File: src/rtl/core/rmid_pkg.sv
// Shared types, constants and codes for the ring minimum-image distance block.
package rmid_pkg;

    // Field widths fixed by the interface.
    localparam int IDX_W   = 5;   // particle and partner index
    localparam int NUM_W   = 6;   // num_particles register
    localparam int POS_W   = 31;  // stored position, unsigned Q15.16
    localparam int COORD_W = 32;  // signed coordinate and displacement
    localparam int SQ_W    = 62;  // squared distance, Q30.32
    localparam int ACC_W   = 33;  // signed working width of the shared adder
    localparam int STAT_W  = 2;

    // Configuration port.
    localparam int CFG_IDX_W  = 1;
    localparam int CFG_DATA_W = 31;
    localparam logic [CFG_IDX_W-1:0] CFG_RING_LENGTH   = 1'd0;
    localparam logic [CFG_IDX_W-1:0] CFG_NUM_PARTICLES = 1'd1;

    // Register reset values.
    localparam logic [POS_W-1:0] RING_LENGTH_RST   = 31'd65536;
    localparam logic [NUM_W-1:0] NUM_PARTICLES_RST = 6'd2;

    // Result status codes.
    localparam logic [STAT_W-1:0] ST_PAIR       = 2'd0;
    localparam logic [STAT_W-1:0] ST_OFF_RING   = 2'd1;
    localparam logic [STAT_W-1:0] ST_NO_PARTNER = 2'd2;

    typedef logic signed [ACC_W-1:0] t_acc;

endpackage

File: src/rtl/core/rmid_alu.sv
// Shared add/subtract unit used for wrapping, differences and folding.
module rmid_alu
    import rmid_pkg::*;
(
    input  t_acc i_a,
    input  t_acc i_b,
    input  logic i_sub,
    output t_acc o_sum
);

    // One adder: subtraction adds the inverted operand plus one.
    always_comb begin
        o_sum = i_a + (i_sub ? ~i_b : i_b) + t_acc'(i_sub);
    end

endmodule

File: src/rtl/core/rmid_posmem.sv
// Particle position memory with per-entry valid bits that read as zero after reset.
module rmid_posmem
    import rmid_pkg::*;
#(
    parameter  int DEPTH = 32,
    localparam int AW    = (DEPTH > 1) ? $clog2(DEPTH) : 1
) (
    input  logic             i_clk,
    input  logic             i_rst_n,
    input  logic             i_we,
    input  logic [AW-1:0]    i_waddr,
    input  logic [POS_W-1:0] i_wdata,
    input  logic [AW-1:0]    i_raddr,
    output logic [POS_W-1:0] o_rdata
);

    logic [POS_W-1:0] r_mem [DEPTH];
    logic [DEPTH-1:0] r_valid;
    logic [POS_W-1:0] r_rdata;
    logic             r_rd_valid;

    // Storage array and registered read port.
    always_ff @(posedge i_clk) begin
        if (i_we) begin
            r_mem[i_waddr] <= i_wdata;
        end
        r_rdata <= r_mem[i_raddr];
    end

    // Valid bits are cleared at reset so unwritten entries read as zero.
    always_ff @(posedge i_clk) begin
        if (!i_rst_n) begin
            r_valid    <= '0;
            r_rd_valid <= 1'b0;
        end else begin
            if (i_we) begin
                r_valid[i_waddr] <= 1'b1;
            end
            r_rd_valid <= r_valid[i_raddr];
        end
    end

    assign o_rdata = r_rd_valid ? r_rdata : '0;

endmodule

File: src/rtl/core/ring_min_image_distances_core.sv
// Ring minimum-image distance block: top level with sequencer and result register.
//
// Usage: a word on the input channel (i_in_valid / o_in_stall) moves one
// particle to i_new_position, signed Q15.16. The block wraps the coordinate
// onto the ring by repeated subtraction or addition of ring_length, one
// correction per cycle, and stores it. It then walks every other particle in
// use in ascending order and emits one result word per partner on the output
// channel (o_out_valid / i_out_stall), o_last marking the final word. An
// index not in use, a lone particle, more than MAX_WRAPS corrections, or a
// zero ring_length with a nonzero coordinate give a single word with a
// nonzero status instead. Each partner passes through the shared adder,
// the absolute value and the squaring multiplier. The input stays stalled
// from when an item is taken until its last word enters the output
// register, including while the receiver stalls.
// The output word sits in its own register, so the next input word is taken
// while the last result of the previous one still waits. A stalled receiver
// holds the sequencer at its output step and the word stays unchanged.
// Reset returns ring_length to 1.0, num_particles to 2, and all stored
// positions read as zero. Configuration must be written through i_cfg_we
// only while idle; the block itself does not enforce this.
module ring_min_image_distances_core
    import rmid_pkg::*;
#(
    parameter int MAX_PARTICLES = 32,
    parameter int MAX_WRAPS     = 5000
) (
    input  logic                     i_clk,
    input  logic                     i_rst_n,
    // configuration
    input  logic                     i_cfg_we,
    input  logic [CFG_IDX_W-1:0]     i_cfg_index,
    input  logic [CFG_DATA_W-1:0]    i_cfg_data,
    // input channel
    input  logic                     i_in_valid,
    output logic                     o_in_stall,
    input  logic [IDX_W-1:0]         i_particle_index,
    input  logic signed [COORD_W-1:0] i_new_position,
    // output channel
    output logic                     o_out_valid,
    input  logic                     i_out_stall,
    output logic [STAT_W-1:0]        o_status,
    output logic [IDX_W-1:0]         o_partner_index,
    output logic signed [COORD_W-1:0] o_displacement,
    output logic [POS_W-1:0]         o_distance,
    output logic [SQ_W-1:0]          o_distance_squared,
    output logic                     o_last
);

    localparam int AW = (MAX_PARTICLES > 1) ? $clog2(MAX_PARTICLES) : 1;
    localparam int CW = $clog2(MAX_PARTICLES + 1);
    localparam int WW = $clog2(MAX_WRAPS + 1);

    localparam logic [2:0] S_IDLE  = 3'd0;
    localparam logic [2:0] S_WRAP  = 3'd1;
    localparam logic [2:0] S_STORE = 3'd2;
    localparam logic [2:0] S_NEXT  = 3'd3;
    localparam logic [2:0] S_DIFF  = 3'd4;
    localparam logic [2:0] S_FOLD  = 3'd5;
    localparam logic [2:0] S_ABS   = 3'd6;
    localparam logic [2:0] S_SQ    = 3'd7;

    // Sequencer and datapath registers.
    logic [2:0]         r_state, n_state;
    logic               r_emit, n_emit;
    logic [POS_W-1:0]   r_len;
    logic [NUM_W-1:0]   r_num;
    logic [IDX_W-1:0]   r_idx, n_idx;
    logic [CW-1:0]      r_count, n_count;
    logic [CW-1:0]      r_j, n_j;
    logic [WW-1:0]      r_wraps, n_wraps;
    t_acc               r_x, n_x;
    t_acc               r_d, n_d;
    logic [POS_W-1:0]   r_mag, n_mag;
    logic [SQ_W-1:0]    r_sq, n_sq;
    logic [STAT_W-1:0]  r_status, n_status;
    logic               r_last, n_last;

    // Output register.
    logic               r_out_valid;
    logic [STAT_W-1:0]  r_o_status;
    logic [IDX_W-1:0]   r_o_partner;
    logic [COORD_W-1:0] r_o_disp;
    logic [POS_W-1:0]   r_o_dist;
    logic [SQ_W-1:0]    r_o_sq;
    logic               r_o_last;

    logic               in_acc;
    logic               out_free;
    logic [CW-1:0]      count_lim;
    t_acc               alu_a, alu_b, alu_sum;
    logic               alu_sub;
    t_acc               len_acc;
    t_acc               mem_acc;
    logic [POS_W-1:0]   mem_rdata;
    logic               mem_we;
    logic signed [ACC_W:0] d2, len2;
    logic               fold_gt, fold_lt;
    t_acc               mag_full;
    logic               j_lt_idx, j_is_idx, after_last;

    assign in_acc   = i_in_valid && !o_in_stall;
    assign out_free = !r_out_valid || !i_out_stall;
    assign len_acc  = t_acc'({2'b00, r_len});
    assign mem_acc  = t_acc'({2'b00, mem_rdata});
    assign mem_we   = (r_state == S_STORE) && !r_emit;

    // Particles in use, limited to the memory depth.
    assign count_lim = (32'(r_num) > MAX_PARTICLES) ? CW'(MAX_PARTICLES) : CW'(r_num);

    // Partner order helpers.
    assign j_lt_idx   = 32'(r_j) < 32'(r_idx);
    assign j_is_idx   = 32'(r_j) == 32'(r_idx);
    assign after_last = (32'(r_j) + 32'd1 == 32'(r_count))
                     || ((32'(r_j) + 32'd1 == 32'(r_idx))
                         && (32'(r_j) + 32'd2 == 32'(r_count)));

    // Fold test: compare twice the displacement with the ring length.
    assign d2      = {r_d, 1'b0};
    assign len2    = (ACC_W + 1)'(signed'({2'b00, r_len}));
    assign fold_gt = d2 > len2;
    assign fold_lt = d2 < -len2;
    assign mag_full = r_d[ACC_W-1] ? -r_d : r_d;

    // Operand selection for the shared adder.
    always_comb begin
        alu_a   = r_x;
        alu_b   = len_acc;
        alu_sub = 1'b1;
        case (r_state)
            S_WRAP: begin
                alu_a   = r_x;
                alu_b   = len_acc;
                alu_sub = !r_x[ACC_W-1];
            end
            S_DIFF: begin
                alu_a   = j_lt_idx ? mem_acc : r_x;
                alu_b   = j_lt_idx ? r_x : mem_acc;
                alu_sub = 1'b1;
            end
            S_FOLD: begin
                alu_a   = r_d;
                alu_b   = len_acc;
                alu_sub = fold_gt;
            end
            default: begin
                alu_a   = r_x;
                alu_b   = len_acc;
                alu_sub = 1'b1;
            end
        endcase
    end

    rmid_alu u_alu (
        .i_a   (alu_a),
        .i_b   (alu_b),
        .i_sub (alu_sub),
        .o_sum (alu_sum)
    );

    rmid_posmem #(
        .DEPTH (MAX_PARTICLES)
    ) u_mem (
        .i_clk   (i_clk),
        .i_rst_n (i_rst_n),
        .i_we    (mem_we),
        .i_waddr (AW'(r_idx)),
        .i_wdata (r_x[POS_W-1:0]),
        .i_raddr (r_j[AW-1:0]),
        .o_rdata (mem_rdata)
    );

    // Sequencer next-state logic.
    always_comb begin
        n_state  = r_state;
        n_emit   = r_emit;
        n_idx    = r_idx;
        n_count  = r_count;
        n_j      = r_j;
        n_wraps  = r_wraps;
        n_x      = r_x;
        n_d      = r_d;
        n_mag    = r_mag;
        n_sq     = r_sq;
        n_status = r_status;
        n_last   = r_last;
        case (r_state)
            S_IDLE: begin
                if (in_acc) begin
                    n_idx   = i_particle_index;
                    n_count = count_lim;
                    n_x     = t_acc'(i_new_position);
                    n_wraps = '0;
                    n_j     = '0;
                    if (32'(i_particle_index) >= 32'(count_lim)) begin
                        n_status = ST_NO_PARTNER;
                        n_last   = 1'b1;
                        n_emit   = 1'b1;
                        n_state  = S_STORE;
                    end else begin
                        n_state = S_WRAP;
                    end
                end
            end
            S_WRAP: begin
                // One correction per cycle until the coordinate lies on the ring.
                if (r_len == '0) begin
                    if (r_x != '0) begin
                        n_status = ST_OFF_RING;
                        n_last   = 1'b1;
                        n_emit   = 1'b1;
                    end
                    n_state = S_STORE;
                end else if (r_x[ACC_W-1] || (!alu_sum[ACC_W-1] && alu_sum != '0)) begin
                    if (r_wraps == WW'(MAX_WRAPS)) begin
                        n_status = ST_OFF_RING;
                        n_last   = 1'b1;
                        n_emit   = 1'b1;
                        n_state  = S_STORE;
                    end else begin
                        n_x     = alu_sum;
                        n_wraps = r_wraps + 1'b1;
                    end
                end else begin
                    n_state = S_STORE;
                end
            end
            S_STORE: begin
                // Position is written here unless a single word is pending.
                if (r_emit) begin
                    if (out_free) begin
                        n_emit  = 1'b0;
                        n_state = S_IDLE;
                    end
                end else if (32'(r_count) < 32'd2) begin
                    n_status = ST_NO_PARTNER;
                    n_last   = 1'b1;
                    n_emit   = 1'b1;
                end else begin
                    n_status = ST_PAIR;
                    n_state  = S_NEXT;
                end
            end
            S_NEXT: begin
                if (j_is_idx) begin
                    n_j = r_j + 1'b1;
                end else begin
                    n_last  = after_last;
                    n_state = S_DIFF;
                end
            end
            S_DIFF: begin
                n_d     = alu_sum;
                n_state = S_FOLD;
            end
            S_FOLD: begin
                if (fold_gt || fold_lt) begin
                    n_d = alu_sum;
                end
                n_state = S_ABS;
            end
            S_ABS: begin
                n_mag   = mag_full[POS_W-1:0];
                n_state = S_SQ;
            end
            S_SQ: begin
                // Square is computed once and held until the word is taken.
                if (!r_emit) begin
                    n_sq   = SQ_W'(r_mag) * SQ_W'(r_mag);
                    n_emit = 1'b1;
                end else if (out_free) begin
                    n_emit = 1'b0;
                    if (r_last) begin
                        n_state = S_IDLE;
                    end else begin
                        n_j     = r_j + 1'b1;
                        n_state = S_NEXT;
                    end
                end
            end
            default: begin
                n_state = S_IDLE;
            end
        endcase
    end

    // Control registers.
    always_ff @(posedge i_clk) begin
        if (!i_rst_n) begin
            r_state <= S_IDLE;
            r_emit  <= 1'b0;
            r_len   <= RING_LENGTH_RST;
            r_num   <= NUM_PARTICLES_RST;
        end else begin
            r_state <= n_state;
            r_emit  <= n_emit;
            if (i_cfg_we) begin
                case (i_cfg_index)
                    CFG_RING_LENGTH:   r_len <= i_cfg_data[POS_W-1:0];
                    CFG_NUM_PARTICLES: r_num <= i_cfg_data[NUM_W-1:0];
                    default: ;
                endcase
            end
        end
    end

    // Datapath registers.
    always_ff @(posedge i_clk) begin
        r_idx    <= n_idx;
        r_count  <= n_count;
        r_j      <= n_j;
        r_wraps  <= n_wraps;
        r_x      <= n_x;
        r_d      <= n_d;
        r_mag    <= n_mag;
        r_sq     <= n_sq;
        r_status <= n_status;
        r_last   <= n_last;
    end

    // Output word register; error words carry zero payload.
    always_ff @(posedge i_clk) begin
        if (!i_rst_n) begin
            r_out_valid <= 1'b0;
        end else if (r_emit && out_free && (r_state == S_STORE || r_state == S_SQ)) begin
            r_out_valid <= 1'b1;
        end else if (!i_out_stall) begin
            r_out_valid <= 1'b0;
        end
    end

    always_ff @(posedge i_clk) begin
        if (r_emit && out_free && (r_state == S_STORE || r_state == S_SQ)) begin
            r_o_status <= r_status;
            r_o_last   <= r_last;
            if (r_state == S_SQ) begin
                r_o_partner <= r_j[IDX_W-1:0];
                r_o_disp    <= r_d[COORD_W-1:0];
                r_o_dist    <= r_mag;
                r_o_sq      <= r_sq;
            end else begin
                r_o_partner <= '0;
                r_o_disp    <= '0;
                r_o_dist    <= '0;
                r_o_sq      <= '0;
            end
        end
    end

    assign o_in_stall         = (r_state != S_IDLE);
    assign o_out_valid        = r_out_valid;
    assign o_status           = r_o_status;
    assign o_partner_index    = r_o_partner;
    assign o_displacement     = r_o_disp;
    assign o_distance         = r_o_dist;
    assign o_distance_squared = r_o_sq;
    assign o_last             = r_o_last;

endmodule

File: config.mk
export PLATFORM = sky130hd
export DESIGN_NAME = ring_min_image_distances_core
export DESIGN_NICKNAME = d
export VERILOG_FILES = /design/src/rtl/core/rmid_pkg.sv /design/src/rtl/core/rmid_alu.sv /design/src/rtl/core/rmid_posmem.sv /design/src/rtl/core/ring_min_image_distances_core.sv
export SDC_FILE = /design/constraint.sdc
export NUM_CORES = 2
export LEC_CHECK = 0
export BUFFER_PORTS_ARGS = -buffer_cell sky130_fd_sc_hd__buf_2
export CORE_MARGIN = 1
export CORE_UTILIZATION = 50
export CTS_CLUSTER_DIAMETER = 30
export DETAILED_ROUTE_END_ITERATION = 8
export GPL_TIMING_DRIVEN = 0
export HOLD_SLACK_MARGIN = 0.05
export PLACE_DENSITY = 0.63
export RECOVER_POWER = 50
export SKIP_CTS_REPAIR_TIMING = 1
export SYNTH_ARGS = -nofsm -noshare
export SYNTH_HDL_FRONTEND = slang
export SYNTH_HIERARCHICAL = 1
export SYNTH_SLANG_ARGS = --single-unit
File: constraint.sdc
create_clock -name i_clk -period 9.36 [get_ports i_clk]
set_clock_uncertainty 0.15 [all_clocks]
set_input_delay 0.468 -clock i_clk [delete_from_list [all_inputs] [get_ports i_clk]]
set_output_delay 0.468 -clock i_clk [all_outputs]
set_load 0.02 [all_outputs]
==> metrics.txt <==
DRC Markers=0; Final nets=8399; register area share after synthesis=0.477; top post-synthesis cells by area=edfxtp_1 45%, fa_1 17%, mux4_2 8.2%; CTS H-tree depth=5; worst endpoint required time=9.78 ns; Antenna Nets Post-Route=0; Layout area overhead=18.8%; Routed WL=279 mm; RSZ-0062 raised after global routing=no; I/O pin cnt=209; initial antenna violation count=20; Setup crit start kind=register; WHS=0.224 ns; post-route setup slack=0.188 ns; Synth Warn #=6; Async SR Flop Fraction=0; Synth Instances=6511; Inserted Clock Buffers=314; Post-Layout Cell Count=9762; Synth area leader=edfxtp_1; pre-CTS WS=-0.802 ns; detailed placer's ending HPWL=204 mm; Synth top area share=0.452; Tot GR Track Use=0.320; Placed Cells=9103; crit-path cells=clkdlybuf4s15_1 > nand2_1 > fa_1 > inv_1 > fa_1 > inv_1 > fa_1 > inv_1 > fa_1 > fa_1 > fa_1 > inv_1 > fa_1 > inv_1 > ha_1 > ha_1 > nand2_1 > nor3_1 > nand3_1 > o31a_1 > a21oi_2 > a221oi_2 > o31ai_1 > xnor2_1; Top cell by count, worst path=fa_1; Mapped Nets=7713; Final Slew Violations=479; Mapped Area=0.0873 sq mm; fraction of layout cells with a size suffix above 1=0.154; CP max stage delay=0.90 ns; Post-synth top cells=1315 x edfxtp_1, 985 x inv_1, 752 x fa_1, 600 x nand2_1, 376 x ha_1; Post-synth EDFFs=1315; largest net degree at the start of global routing=37; critical path capture point type=register; ys flop type=edfxtp_1; fin crit period=9.17 ns; library cells used by synthesis=89; endpoints failing hold=0; Worst path slowest cell=edfxtp_1; DIE AREA=0.176 sq mm; Initial Utilization=0.503; Die Y=420 um; critical path's top delay family=adder cells; Setup violations, final=0; Max Cap Violations=15; port buffer count=205; synthesis-stage register bit count=1421; TritonCTS clock tree=done; Core Box Area=0.174 sq mm; Peak Freq=109 MHz; violated checks=max-capacitance violations, max-slew violations; Least-Margin Pin Slew=2.12 ns; worst min path class=in2reg; outcome=finished, violations left; routed vias=56700; clk buf depth=4; vias per cell=5.81; WL per Instance=28.5 um; Slew HR=-0.414; fin crit share=0.980; Pre-antenna DRT Iters=6; drt initial violations=5543; Clock Sinks=1421; CP bufs+invs=6; worst-path fanout max=10; FP Rows=153; Avg Synthesized Cell Area=13.4 sq um; most frequent cell after synthesis=edfxtp_1; DIE WIDTH=420 um; WS Path Type=reg2reg; gp weighted congestion=0.970; WP data arrival=9.59 ns; number of global-route vias before repair=58200; first-pass GRT wire length=397 mm; Clock Latency Late Sink=0.94 ns; grt ovf=0; CTS Root Cell=clkbuf_16; Clk pin slew, worst setup/hold paths=0.04 ns
[final timing paths]
kind | from | end | slack (ns) | cells past startpoint
worst min-delay path | i_cfg_data[29] | r_len[29] | 0.22 | 4
worst min register to register | r_status[0] | o_status[0] | 0.26 | 0
worst max-delay path | r_mag[27] | r_sq[61] | 0.19 | 24
worst max register to register | r_mag[27] | r_sq[61] | 0.19 | 24
[cell families after synthesis]
family,share of synthesized area
DFF,0.477
other,0.0000429
and+or+nand+nor,0.0802
adders and majority gates,0.226
AOI/OAI and AO/OA,0.0518
xor gates and xnor gates,0.0216
muxes,0.0870
buffers and inverters,0.0565
[area by class of cell]
cell class | count | area [sq um]
well taps | 2325 | 2910
flip-flops and latches | 1421 | 41600
clock buffers | 356 | 8150
inverters | 987 | 3720
clock inverters | 196 | 2210
diodes | 4 | 10.0
repair buffers | 374 | 2700
plain buffers | 291 | 1340
multi-input cells | 3808 | 41000
fillers | 13500 | 69900
[metal layers]
layer / global-route usage / wire (um)
met1: 0.405 / 104000
met2: 0.511 / 131000
met3: 0.0643 / 23800
met4: 0.188 / 19900
met5: 0 / 27
[sequential cells by signal, indices dropped and copies added (netlist names), 32 cells and up]
name                cells
o_distance_squared     61
u_mem/r_valid          32
r_x                    33
o_displacement         32
u_mem/r_mem           992
r_sq                   61
r_d                    33
[cells in the final DEF, fill, tap and decap left out, types with 31 or more instances in the layout]
cell type and count:
ha_1 376, mux2_2 35, dlygate4sd3_1 76, clkbuf_2 48, nor2_4 32, clkbuf_16 319, a22oi_1 63, nand3_1 39
nand2_1 600, bufinv_16 41, a21boi_0 37, xor2_1 92, buf_12 32, o21ai_0 115, nor2_1 178, xnor2_1 123
clkbuf_1 384, clkinv_2 40, edfxtp_1 1315, a31oi_1 48, buf_4 31, buf_2 92, and2_0 56, a21o_1 101
dfxtp_1 106, mux4_2 316, and2_1 302, o21a_1 38, nand4_1 41, fa_1 752, inv_1 983, clkinv_1 41
a21oi_1 126
[tightest hold or removal path, stage by stage]
cell and delay, ns:
dlygate4sd3_1 0.53, buf_2 0.12, nand2_1 0.04, a21boi_0 0.06
[through the flow]
step,cell area (sq um),utilization,TNS [ns]
after floorplan,87300,-,0
after global placement,91300,0.526,-465.45
after detailed placement,92900,0.535,-10.34
after CTS,103000,0.595,-10.75
after global routing,104000,0.597,0
final,104000,0.597,0
Power is not shown: default switching activity piles up to over one toggle a cycle in this logic, so the estimate is an artifact.
